File: src/design/marker_frame_receiver_core_macros.svh
// Assertion macros for the marker frame receiver.
// Each macro takes a label, a clock, a reset, a condition and a consequence.
`ifndef MARKER_FRAME_RECEIVER_CORE_MACROS_SVH
`define MARKER_FRAME_RECEIVER_CORE_MACROS_SVH

// The consequence must hold in the same cycle as the condition.
`define MFR_ASSERT_SAME(label, clk, rst, cond, conseq) \
  label: assert property (@(posedge clk) disable iff (rst) (cond) |-> (conseq)) \
    else $error("assertion failed");

// The consequence must hold in the cycle after the condition.
`define MFR_ASSERT_NEXT(label, clk, rst, cond, conseq) \
  label: assert property (@(posedge clk) disable iff (rst) (cond) |=> (conseq)) \
    else $error("assertion failed");

`endif

File: src/design/mfr_pkg.sv
// ----------------------------------------------------------------------------
// Marker frame receiver package
// Frame layout constants, event codes, receiver state and the result record.
// ----------------------------------------------------------------------------
`timescale 1ns / 1ps

package mfr_pkg;

  localparam int FrameLen = 20;
  localparam int BodyLen  = 18;
  localparam int PayLen   = 16;
  localparam int IdxW     = 5;

  localparam logic [7:0] MarkStart = 8'hAA;
  localparam logic [7:0] MarkStop  = 8'hDD;

  localparam logic [IdxW-1:0] IdxLast   = IdxW'(FrameLen - 1);
  localparam logic [IdxW-1:0] IdxPayEnd = IdxW'(PayLen);

  typedef logic [7:0] byte_t;

  typedef enum logic [2:0] {
    EV_SKIP     = 3'd0,
    EV_STORED   = 3'd1,
    EV_OK       = 3'd2,
    EV_BADSTART = 3'd3,
    EV_BADSTOP  = 3'd4,
    EV_BADSUM   = 3'd5,
    EV_LINEERR  = 3'd6,
    EV_RESYNC   = 3'd7
  } event_t;

  typedef enum logic {
    ST_HUNT,
    ST_SYNC
  } rx_state_t;

  typedef struct packed {
    event_t                ev;
    logic [7:0]            good_frames;
    logic [7:0]            desync_count;
    byte_t [PayLen-1:0]    payload;
  } mfr_result_t;

endpackage

File: src/design/mfr_if.sv
// ----------------------------------------------------------------------------
// Marker frame receiver channels
// Valid/ready channels for received bytes and for per-item results.
// ----------------------------------------------------------------------------
`timescale 1ns / 1ps

interface mfr_in_if;
  logic       valid;
  logic       ready;
  logic       op;
  logic [7:0] data_byte;

  modport source (output valid, output op, output data_byte, input ready);
  modport sink   (input valid, input op, input data_byte, output ready);
endinterface

interface mfr_out_if;
  logic        valid;
  logic        ready;
  logic [2:0]  event_res;
  logic [7:0]  good_frames;
  logic [7:0]  desync_count;
  logic [7:0]  mode_byte;
  logic [7:0]  phase_byte;
  logic [15:0] freq_hz;
  logic [15:0] pulse_count;
  logic [15:0] wire_load;
  logic [15:0] feed_time;
  logic [15:0] hold_time;
  logic [15:0] t1_value;
  logic [15:0] t0_value;

  modport source (output valid, output event_res, output good_frames, output desync_count,
                  output mode_byte, output phase_byte, output freq_hz, output pulse_count,
                  output wire_load, output feed_time, output hold_time, output t1_value,
                  output t0_value, input ready);
  modport sink   (input valid, input event_res, input good_frames, input desync_count,
                  input mode_byte, input phase_byte, input freq_hz, input pulse_count,
                  input wire_load, input feed_time, input hold_time, input t1_value,
                  input t0_value, output ready);
endinterface

File: src/design/mfr_in_stage.sv
// ----------------------------------------------------------------------------
// Input register
// Holds one accepted item until the frame engine consumes it.
// ----------------------------------------------------------------------------
`timescale 1ns / 1ps

module mfr_in_stage (
  input  logic       clk,
  input  logic       rst,
  mfr_in_if.sink     in_ch,
  input  logic       pop,
  output logic       full,
  output logic       op,
  output logic [7:0] data_byte
);
  import mfr_pkg::*;

  logic take;

  // A new item may enter whenever the register is empty or drains this cycle.
  assign in_ch.ready = !full || pop;
  assign take        = in_ch.valid && in_ch.ready;

  always_ff @(posedge clk) begin
    if (rst) begin
      full <= 1'b0;
    end else if (take) begin
      full <= 1'b1;
    end else if (pop) begin
      full <= 1'b0;
    end
  end

  always_ff @(posedge clk) begin
    if (take) begin
      op        <= in_ch.op;
      data_byte <= byte_t'(in_ch.data_byte);
    end
  end

endmodule

File: src/design/mfr_frame_engine.sv
// ----------------------------------------------------------------------------
// Frame engine
// Marker hunt, frame position, checksum and held payload; one item per fire.
// ----------------------------------------------------------------------------
`timescale 1ns / 1ps

module mfr_frame_engine (
  input  logic                clk,
  input  logic                rst,
  input  logic                fire,
  input  logic                op,
  input  logic [7:0]          data_byte,
  output mfr_pkg::mfr_result_t res
);
  import mfr_pkg::*;

  rx_state_t         state;
  rx_state_t         state_next;
  logic [IdxW-1:0]   byte_index;
  logic [IdxW-1:0]   byte_index_next;
  logic [15:0]       running_sum;
  logic [15:0]       running_sum_next;
  byte_t             frame_bytes [BodyLen];
  byte_t             accepted_payload [PayLen];
  logic [7:0]        good_frame_count;
  logic [7:0]        good_frame_count_next;
  logic [7:0]        desync_total;
  logic [7:0]        desync_total_next;

  event_t            ev;
  logic              lose;
  logic              store_en;
  logic              copy_en;
  logic [IdxW-1:0]   wr_idx;
  logic [15:0]       got_sum;
  logic              last_byte;

  assign got_sum   = {frame_bytes[BodyLen-2], frame_bytes[BodyLen-1]};
  assign wr_idx    = byte_index - IdxW'(1);
  assign last_byte = (byte_index == IdxLast);

  // Next receiver state.
  always_comb begin
    state_next = state;
    if (op) begin
      state_next = ST_HUNT;
    end else begin
      case (state)
        ST_HUNT: begin
          if (data_byte == MarkStop) state_next = ST_SYNC;
        end
        ST_SYNC: begin
          if (byte_index == '0) begin
            if (data_byte != MarkStart) state_next = ST_HUNT;
          end else if (last_byte) begin
            if (data_byte != MarkStop || got_sum != running_sum) state_next = ST_HUNT;
          end
        end
        default: state_next = ST_HUNT;
      endcase
    end
  end

  // Event code, position, checksum and store controls.
  always_comb begin
    ev               = EV_SKIP;
    lose             = 1'b0;
    store_en         = 1'b0;
    copy_en          = 1'b0;
    byte_index_next  = byte_index;
    running_sum_next = running_sum;
    if (op) begin
      ev   = EV_LINEERR;
      lose = 1'b1;
    end else begin
      case (state)
        ST_HUNT: begin
          if (data_byte == MarkStop) begin
            ev               = EV_RESYNC;
            byte_index_next  = '0;
            running_sum_next = '0;
          end
        end
        ST_SYNC: begin
          if (byte_index == '0) begin
            if (data_byte != MarkStart) begin
              ev   = EV_BADSTART;
              lose = 1'b1;
            end else begin
              ev               = EV_STORED;
              byte_index_next  = IdxW'(1);
              running_sum_next = '0;
            end
          end else if (!last_byte) begin
            ev              = EV_STORED;
            store_en        = 1'b1;
            byte_index_next = byte_index + IdxW'(1);
            if (byte_index <= IdxPayEnd) begin
              running_sum_next = running_sum + {8'h00, data_byte};
            end
          end else if (data_byte != MarkStop) begin
            ev   = EV_BADSTOP;
            lose = 1'b1;
          end else if (got_sum != running_sum) begin
            ev   = EV_BADSUM;
            lose = 1'b1;
          end else begin
            ev               = EV_OK;
            copy_en          = 1'b1;
            byte_index_next  = '0;
            running_sum_next = '0;
          end
        end
        default: begin
          ev   = EV_LINEERR;
          lose = 1'b1;
        end
      endcase
    end
    if (lose) begin
      byte_index_next  = '0;
      running_sum_next = '0;
    end
  end

  assign good_frame_count_next = good_frame_count + {7'd0, copy_en};
  assign desync_total_next     = desync_total + {7'd0, lose};

  // The result carries the counts and held payload as they stand after this item.
  always_comb begin
    res.ev           = ev;
    res.good_frames  = good_frame_count_next;
    res.desync_count = desync_total_next;
    for (int i = 0; i < PayLen; i++) begin
      res.payload[i] = copy_en ? frame_bytes[i] : accepted_payload[i];
    end
  end

  always_ff @(posedge clk) begin
    if (rst) begin
      state            <= ST_HUNT;
      byte_index       <= '0;
      running_sum      <= '0;
      good_frame_count <= '0;
      desync_total     <= '0;
      for (int i = 0; i < PayLen; i++) begin
        accepted_payload[i] <= '0;
      end
    end else if (fire) begin
      state            <= state_next;
      byte_index       <= byte_index_next;
      running_sum      <= running_sum_next;
      good_frame_count <= good_frame_count_next;
      desync_total     <= desync_total_next;
      if (copy_en) begin
        for (int i = 0; i < PayLen; i++) begin
          accepted_payload[i] <= frame_bytes[i];
        end
      end
    end
  end

  always_ff @(posedge clk) begin
    if (fire && store_en) begin
      frame_bytes[wr_idx] <= data_byte;
    end
  end

endmodule

File: src/design/mfr_out_stage.sv
// ----------------------------------------------------------------------------
// Result register
// Holds one result item and presents it on the output channel.
// ----------------------------------------------------------------------------
`timescale 1ns / 1ps

module mfr_out_stage (
  input  logic                clk,
  input  logic                rst,
  input  logic                load,
  input  mfr_pkg::mfr_result_t res,
  mfr_out_if.source           res_ch
);
  import mfr_pkg::*;

  logic        valid;
  mfr_result_t held;

  always_ff @(posedge clk) begin
    if (rst) begin
      valid <= 1'b0;
    end else if (load) begin
      valid <= 1'b1;
    end else if (res_ch.ready) begin
      valid <= 1'b0;
    end
  end

  always_ff @(posedge clk) begin
    if (load) begin
      held <= res;
    end
  end

  assign res_ch.valid        = valid;
  assign res_ch.event_res    = held.ev;
  assign res_ch.good_frames  = held.good_frames;
  assign res_ch.desync_count = held.desync_count;
  assign res_ch.mode_byte    = held.payload[0];
  assign res_ch.phase_byte   = held.payload[1];
  assign res_ch.freq_hz      = {held.payload[2],  held.payload[3]};
  assign res_ch.pulse_count  = {held.payload[4],  held.payload[5]};
  assign res_ch.wire_load    = {held.payload[6],  held.payload[7]};
  assign res_ch.feed_time    = {held.payload[8],  held.payload[9]};
  assign res_ch.hold_time    = {held.payload[10], held.payload[11]};
  assign res_ch.t1_value     = {held.payload[12], held.payload[13]};
  assign res_ch.t0_value     = {held.payload[14], held.payload[15]};

endmodule

File: src/design/marker_frame_receiver_core.sv
// ----------------------------------------------------------------------------
// Marker frame receiver core
// Path: an accepted item waits in the input register, then its result is loaded into the result register.
// Throughput: one item per cycle while results are taken, set by the frame engine step.
// The input register lets a new item enter while a result waits to be taken.
// Synchronous reset: hunting for a stop marker, counts and held payload zero.
// ----------------------------------------------------------------------------
`timescale 1ns / 1ps

`include "marker_frame_receiver_core_macros.svh"

module marker_frame_receiver_core (
  input  logic       clk,
  input  logic       rst,
  mfr_in_if.sink     in_ch,
  mfr_out_if.source  res_ch
);
  import mfr_pkg::*;

  logic        in_full;
  logic        in_op;
  logic [7:0]  in_byte;
  logic        advance;
  mfr_result_t res;

  // The held item moves on when the result register is empty or being emptied.
  assign advance = in_full && (!res_ch.valid || res_ch.ready);

  mfr_in_stage u_in (
    .clk       (clk),
    .rst       (rst),
    .in_ch     (in_ch),
    .pop       (advance),
    .full      (in_full),
    .op        (in_op),
    .data_byte (in_byte)
  );

  mfr_frame_engine u_engine (
    .clk       (clk),
    .rst       (rst),
    .fire      (advance),
    .op        (in_op),
    .data_byte (in_byte),
    .res       (res)
  );

  mfr_out_stage u_out (
    .clk    (clk),
    .rst    (rst),
    .load   (advance),
    .res    (res),
    .res_ch (res_ch)
  );

  `MFR_ASSERT_NEXT(a_fire_delivers, clk, rst, advance, res_ch.valid)
  `MFR_ASSERT_SAME(a_ready_when_empty, clk, rst, !res_ch.valid, in_ch.ready)
  `MFR_ASSERT_SAME(a_no_fire_when_empty, clk, rst, !in_full, !advance)

endmodule
File: src/flat_wrapper.sv
// flat-port wrapper written by rule: the top's interface ports become plain ports
module marker_frame_receiver_core_flat import mfr_pkg::*;
  (clk, rst, in_ch_valid, in_ch_op, in_ch_data_byte, in_ch_ready, res_ch_valid, res_ch_event_res, res_ch_good_frames, res_ch_desync_count, res_ch_mode_byte, res_ch_phase_byte, res_ch_freq_hz, res_ch_pulse_count, res_ch_wire_load, res_ch_feed_time, res_ch_hold_time, res_ch_t1_value, res_ch_t0_value, res_ch_ready);
  mfr_in_if in_ch_i ();
  mfr_out_if res_ch_i ();
  input  logic clk;
  input  logic rst;
  input wire logic [$bits(in_ch_i.valid)-1:0] in_ch_valid;
  input wire logic [$bits(in_ch_i.op)-1:0] in_ch_op;
  input wire logic [$bits(in_ch_i.data_byte)-1:0] in_ch_data_byte;
  output wire logic [$bits(in_ch_i.ready)-1:0] in_ch_ready;
  output wire logic [$bits(res_ch_i.valid)-1:0] res_ch_valid;
  output wire logic [$bits(res_ch_i.event_res)-1:0] res_ch_event_res;
  output wire logic [$bits(res_ch_i.good_frames)-1:0] res_ch_good_frames;
  output wire logic [$bits(res_ch_i.desync_count)-1:0] res_ch_desync_count;
  output wire logic [$bits(res_ch_i.mode_byte)-1:0] res_ch_mode_byte;
  output wire logic [$bits(res_ch_i.phase_byte)-1:0] res_ch_phase_byte;
  output wire logic [$bits(res_ch_i.freq_hz)-1:0] res_ch_freq_hz;
  output wire logic [$bits(res_ch_i.pulse_count)-1:0] res_ch_pulse_count;
  output wire logic [$bits(res_ch_i.wire_load)-1:0] res_ch_wire_load;
  output wire logic [$bits(res_ch_i.feed_time)-1:0] res_ch_feed_time;
  output wire logic [$bits(res_ch_i.hold_time)-1:0] res_ch_hold_time;
  output wire logic [$bits(res_ch_i.t1_value)-1:0] res_ch_t1_value;
  output wire logic [$bits(res_ch_i.t0_value)-1:0] res_ch_t0_value;
  input wire logic [$bits(res_ch_i.ready)-1:0] res_ch_ready;
  assign in_ch_i.valid = in_ch_valid;
  assign in_ch_i.op = in_ch_op;
  assign in_ch_i.data_byte = in_ch_data_byte;
  assign in_ch_ready = in_ch_i.ready;
  assign res_ch_valid = res_ch_i.valid;
  assign res_ch_event_res = res_ch_i.event_res;
  assign res_ch_good_frames = res_ch_i.good_frames;
  assign res_ch_desync_count = res_ch_i.desync_count;
  assign res_ch_mode_byte = res_ch_i.mode_byte;
  assign res_ch_phase_byte = res_ch_i.phase_byte;
  assign res_ch_freq_hz = res_ch_i.freq_hz;
  assign res_ch_pulse_count = res_ch_i.pulse_count;
  assign res_ch_wire_load = res_ch_i.wire_load;
  assign res_ch_feed_time = res_ch_i.feed_time;
  assign res_ch_hold_time = res_ch_i.hold_time;
  assign res_ch_t1_value = res_ch_i.t1_value;
  assign res_ch_t0_value = res_ch_i.t0_value;
  assign res_ch_i.ready = res_ch_ready;
  marker_frame_receiver_core u_core (.clk(clk), .rst(rst), .in_ch(in_ch_i), .res_ch(res_ch_i));
endmodule
File: config.mk
export PLATFORM = sky130hd
export DESIGN_NAME = marker_frame_receiver_core_flat
export DESIGN_NICKNAME = d
export VERILOG_FILES = /design/src/design/mfr_pkg.sv /design/src/design/mfr_if.sv /design/src/design/mfr_in_stage.sv /design/src/design/mfr_frame_engine.sv /design/src/design/mfr_out_stage.sv /design/src/design/marker_frame_receiver_core.sv /design/src/flat_wrapper.sv
export VERILOG_INCLUDE_DIRS = /design/src /design/src/design
export SDC_FILE = /design/constraint.sdc
export NUM_CORES = 1
export LEC_CHECK = 0
export BUFFER_PORTS_ARGS = -buffer_cell sky130_fd_sc_hd__buf_2
export CELL_PAD_IN_SITES_DETAIL_PLACEMENT = 2
export CELL_PAD_IN_SITES_GLOBAL_PLACEMENT = 2
export CORE_MARGIN = 5
export CORE_UTILIZATION = 46
export CTS_BUF_LIST = sky130_fd_sc_hd__clkbuf_8
export DETAILED_ROUTE_END_ITERATION = 8
export PLACE_DENSITY = 0.83
export SETUP_SLACK_MARGIN = 0.1
export SLEW_MARGIN = 10
export SYNTH_ARGS = -nofsm -noshare
export SYNTH_HDL_FRONTEND = slang
export SYNTH_SLANG_ARGS = --single-unit
File: constraint.sdc
create_clock -name clk -period 12.9 [get_ports clk]
set_input_delay 0.645 -clock clk [delete_from_list [all_inputs] [get_ports clk]]
set_output_delay 0.645 -clock clk [all_outputs]
set_load 0.03 [all_outputs]
==> impl_metrics.yaml <==
run_status:
  status: "finished clean"
setup_path:
  cpMostUsedCell: "buf_4"
  criticalPathCategory: "reg -> reg"
  crit_slowest_cell: "buf_4"
  slowest_delay_ns: 0.85
  reg2reg_to: "u_core.u_engine.accepted_payload[1][33]$_SDFFCE_PP0P_"
  crit_chain: "nand4bb_1 > or2_2 > nor2_1 > nand3_4 > o21ai_4 > buf_4 > buf_4"
  crit_arrival_ns: 5.37
  crit_fanout: 72
  end_kind: "flip-flop"
  crit_required_ns: 13.15
  r2r_start: "u_core.u_in.data_byte[5]$_DFFE_PP_"
  startpoint_type: "flip-flop"
  reg2reg_slack_ns: 7.77
  r2r_cells: 7
finish:
  utilization_pct: 53.6
  drive_above_1_share_pct: 30.3
  area_delta_synth_final_pct: 14.8
  stdcell_count: 1887
  fin_area_um2: 21400
  nets: 1334
  n_fill_cell: 3529
drt:
  final_antenna_net_count: 0
  drt-vias-per-instance: 5.69
  wl_um: 59400
  dr_total_vias: 10700
  drc: 0
  drtIter0Drc: 920
  wl_per_cell_um: 31.5
  firstDrtPassIters: 5
clock_network:
  cts_tree: "yes"
  root_buffer: "clkbuf_8"
  numCtsBuffers: 75
  cts_resized: 0
  hold_buffers: 0
  clkSinkCount: 468
  h-tree-depth: 3
  cts_setup_buffers: 0
  clk_pin_slew_ns: 0.07
  clock_latency_ns: 0.67
  clockBufferDepth: 3
logic_synthesis:
  async_reset_ff_share_pct: 0
  ys_seq_elements: 468
  synth_top_area_share_pct: 69.0
  ys_seq_area_share_pct: 73.3
  synth_top_cell_by_area: "edfxtp_1"
  synth_most_common_cell: "edfxtp_1"
  synth_ff_type: "edfxtp_1"
  synth_area_leaders: "edfxtp_1 (69%), mux2_4 (7.9%), dfxtp_1 (4.3%), and2_1 (2.9%), mux2_2 (1.9%)"
  netlist_top_cells_count: "edfxtp_1 (428), mux2_4 (98), and2_1 (85)"
  syn-instance-count: 1093
  synth.net_count: 1125
  avgSynthCellArea_um2: 17.0
  synth.distinct_cells: 61
  netlist_area_um2: 18600
  ys_warn_count: 0
  synth_edf_count: 428
floorplanning:
  die-area_um2: 44600
  start_util_pct: 46.7
  ioPinCount: 162
  die_h_um: 211
  row_count: 73
  die_w_um: 211
  core_um2: 39900
min_path:
  min_path_type: "in -> reg"
  holdPathEnd: "u_core.u_in.data_byte[3]$_DFFE_PP_"
  holdCritStartpoint: "in_ch_data_byte[3]"
  hold_depth: 1
global_routing:
  grt_pass1_wl_um: 86800
  overflow: 0
  grt_max_degree: 104
  first_global_vias: 11900
  antenna_found_initial: 5
  track_usage_pct: 26.6
timing:
  post-route-period-util_pct: 39.8
  min_period_ns: 5.13
  relSlewSlack_pct: 13.5
  setup-violations-final: 0
  rsz0062_at_grt: "false"
  tightest_slew_ns: 1.29
  setup_tns_ns: 0
  clock_skew_ns: 0.0503
  max_freq_mhz: 195
  hold_violations: 0
  slew_viol_final: 0
placement:
  gp_congestion: 0.785
  portBuffers: 161
  placedCellCount: 1750
  place_hpwl_um: 36900
  placed_area_um2: 20000
flow_run:
  drv_cap: 0
power_and_ir_drop:
  total_power_uw: 3160
  switchingPower_uw: 772
  clock_power_share_pct: 40.4
  ir_drop_mv: 0.0677
  p_int_uw: 2380
  cellLeakagePower_uw: 0.00801
  powerDensity_nw_per_um2: 147
  combPwrFrac_pct: 4.9
  netSwitchingFraction_pct: 24.5
  power.share.sequential_pct: 54.6
## through the flow
stage | hold WS, ns | setup slack, ns
finish | 0.185 | 7.77
global placement | 0.446 | 8.40
global route | 0.157 | 7.68
floorplan | 0.440 | 1.43
CTS | 0.136 | 7.90
detailed placement | 0.466 | 8.00
## power groups by stage
stage,sequential [µW],clock [µW],combinational (µW)
final,1720,1280,156
after global routing,1730,1380,162
after CTS,1720,1300,157
after detailed placement,1750,0,154
after global placement,1750,0,144
after floorplan,1800,0,50.6
## worst max-delay path by stage
stage | startpoint | to | depth (start not counted)
after global routing | u_core.u_in.data_byte[5]$_DFFE_PP_ | u_core.u_engine.accepted_payload[1][33]$_SDFFCE_PP0P_ | 7
after floorplan | u_core.u_in.data_byte[1]$_DFFE_PP_ | u_core.u_engine.accepted_payload[0][0]$_SDFFCE_PN0P_ | 7
final | u_core.u_in.data_byte[5]$_DFFE_PP_ | u_core.u_engine.accepted_payload[1][33]$_SDFFCE_PP0P_ | 7
after detailed placement | u_core.u_in.data_byte[5]$_DFFE_PP_ | u_core.u_engine.accepted_payload[1][36]$_SDFFCE_PP0P_ | 7
after global placement | u_core.u_in.data_byte[5]$_DFFE_PP_ | u_core.u_engine.accepted_payload[1][41]$_SDFFCE_PP0P_ | 7
after CTS | u_core.u_in.data_byte[5]$_DFFE_PP_ | u_core.u_engine.accepted_payload[1][33]$_SDFFCE_PP0P_ | 7
## cell families (layout without fill, tap and decap cells)
group / Yosys count / after routing / share of synthesized area (%)
buf+inv: 53 / 321 / 1.62
mux: 133 / 133 / 9.99
fa+ha+maj: 19 / 19 / 1.32
flops: 468 / 468 / 73.3
other cells: 0 / 1 / 0
compound gates: 71 / 71 / 2.52
xor+xnor: 47 / 47 / 2.21
simple gates: 302 / 302 / 9.07
## cells in the final DEF (no fill, tap or decap), types with 4 or more instances in the layout
cell and n:
nand2b_1 10, xor2_1 22, buf_4 14, xnor2_1 25, ha_1 18, buf_2 161
clkbuf_8 84, and2_1 85, mux2_2 31, nand4_1 11, clkinv_1 15, clkinv_2 7
inv_1 32, edfxtp_1 428, nand2_1 34, nor2b_1 53, mux2i_1 4, o211ai_1 4
dfxtp_1 40, o21ai_0 13, and3_1 7, nor2_1 56, nor3_1 5, a21oi_1 18
nand3_1 18, a22oi_1 7, mux2_4 98
## area by class of cell
cell class	instances	area, µm²	area share [%]
well taps	525	657	3.07
clock buffers	84	1160	5.40
repair buffers	175	911	4.26
flip-flops and latches	468	13700	63.8
diodes	1	2.50	0.0117
inverters	10	42.5	0.199
multi-input cells	572	4700	22.0
clock inverters	52	278	1.30
## per-layer routing
layer | share of wire, % | global-route usage [%]
met5 | 0.045 | 0
met4 | 2.5 | 7.89
met3 | 5.9 | 4.63
met2 | 49 | 44.4
met1 | 42 | 36.1
## critical path: cells and delay by family, from the launching register on
kind | cells | cell delay (ns)
AO/OA/AOI/OAI | 1 | 0.38
AND/OR/NAND/NOR | 4 | 1.63
flip-flops | 1 | 0.81
buffers and inverters | 2 | 1.67
## state kept, by name (all words and copies together), names as in the netlist, 3 cells and up
signal                            flops
u_core.u_engine.accepted_payload    128
u_core.u_engine.byte_index            5
u_core.u_engine.desync_total          8
u_core.u_engine.frame_bytes         144
u_core.u_engine.good_frame_count      8
u_core.u_engine.running_sum          16
u_core.u_in.data_byte                 8
u_core.u_out.res_ch.desync_count      8
u_core.u_out.res_ch.event_res         3
u_core.u_out.res_ch.feed_time        16
u_core.u_out.res_ch.freq_hz          16
u_core.u_out.res_ch.good_frames       8
u_core.u_out.res_ch.hold_time        16
u_core.u_out.res_ch.mode_byte         8
u_core.u_out.res_ch.phase_byte        8
u_core.u_out.res_ch.pulse_count      16
u_core.u_out.res_ch.t0_value         16
u_core.u_out.res_ch.t1_value         16
u_core.u_out.res_ch.wire_load        16
Note: power is estimated with default switching activity, not from simulation.
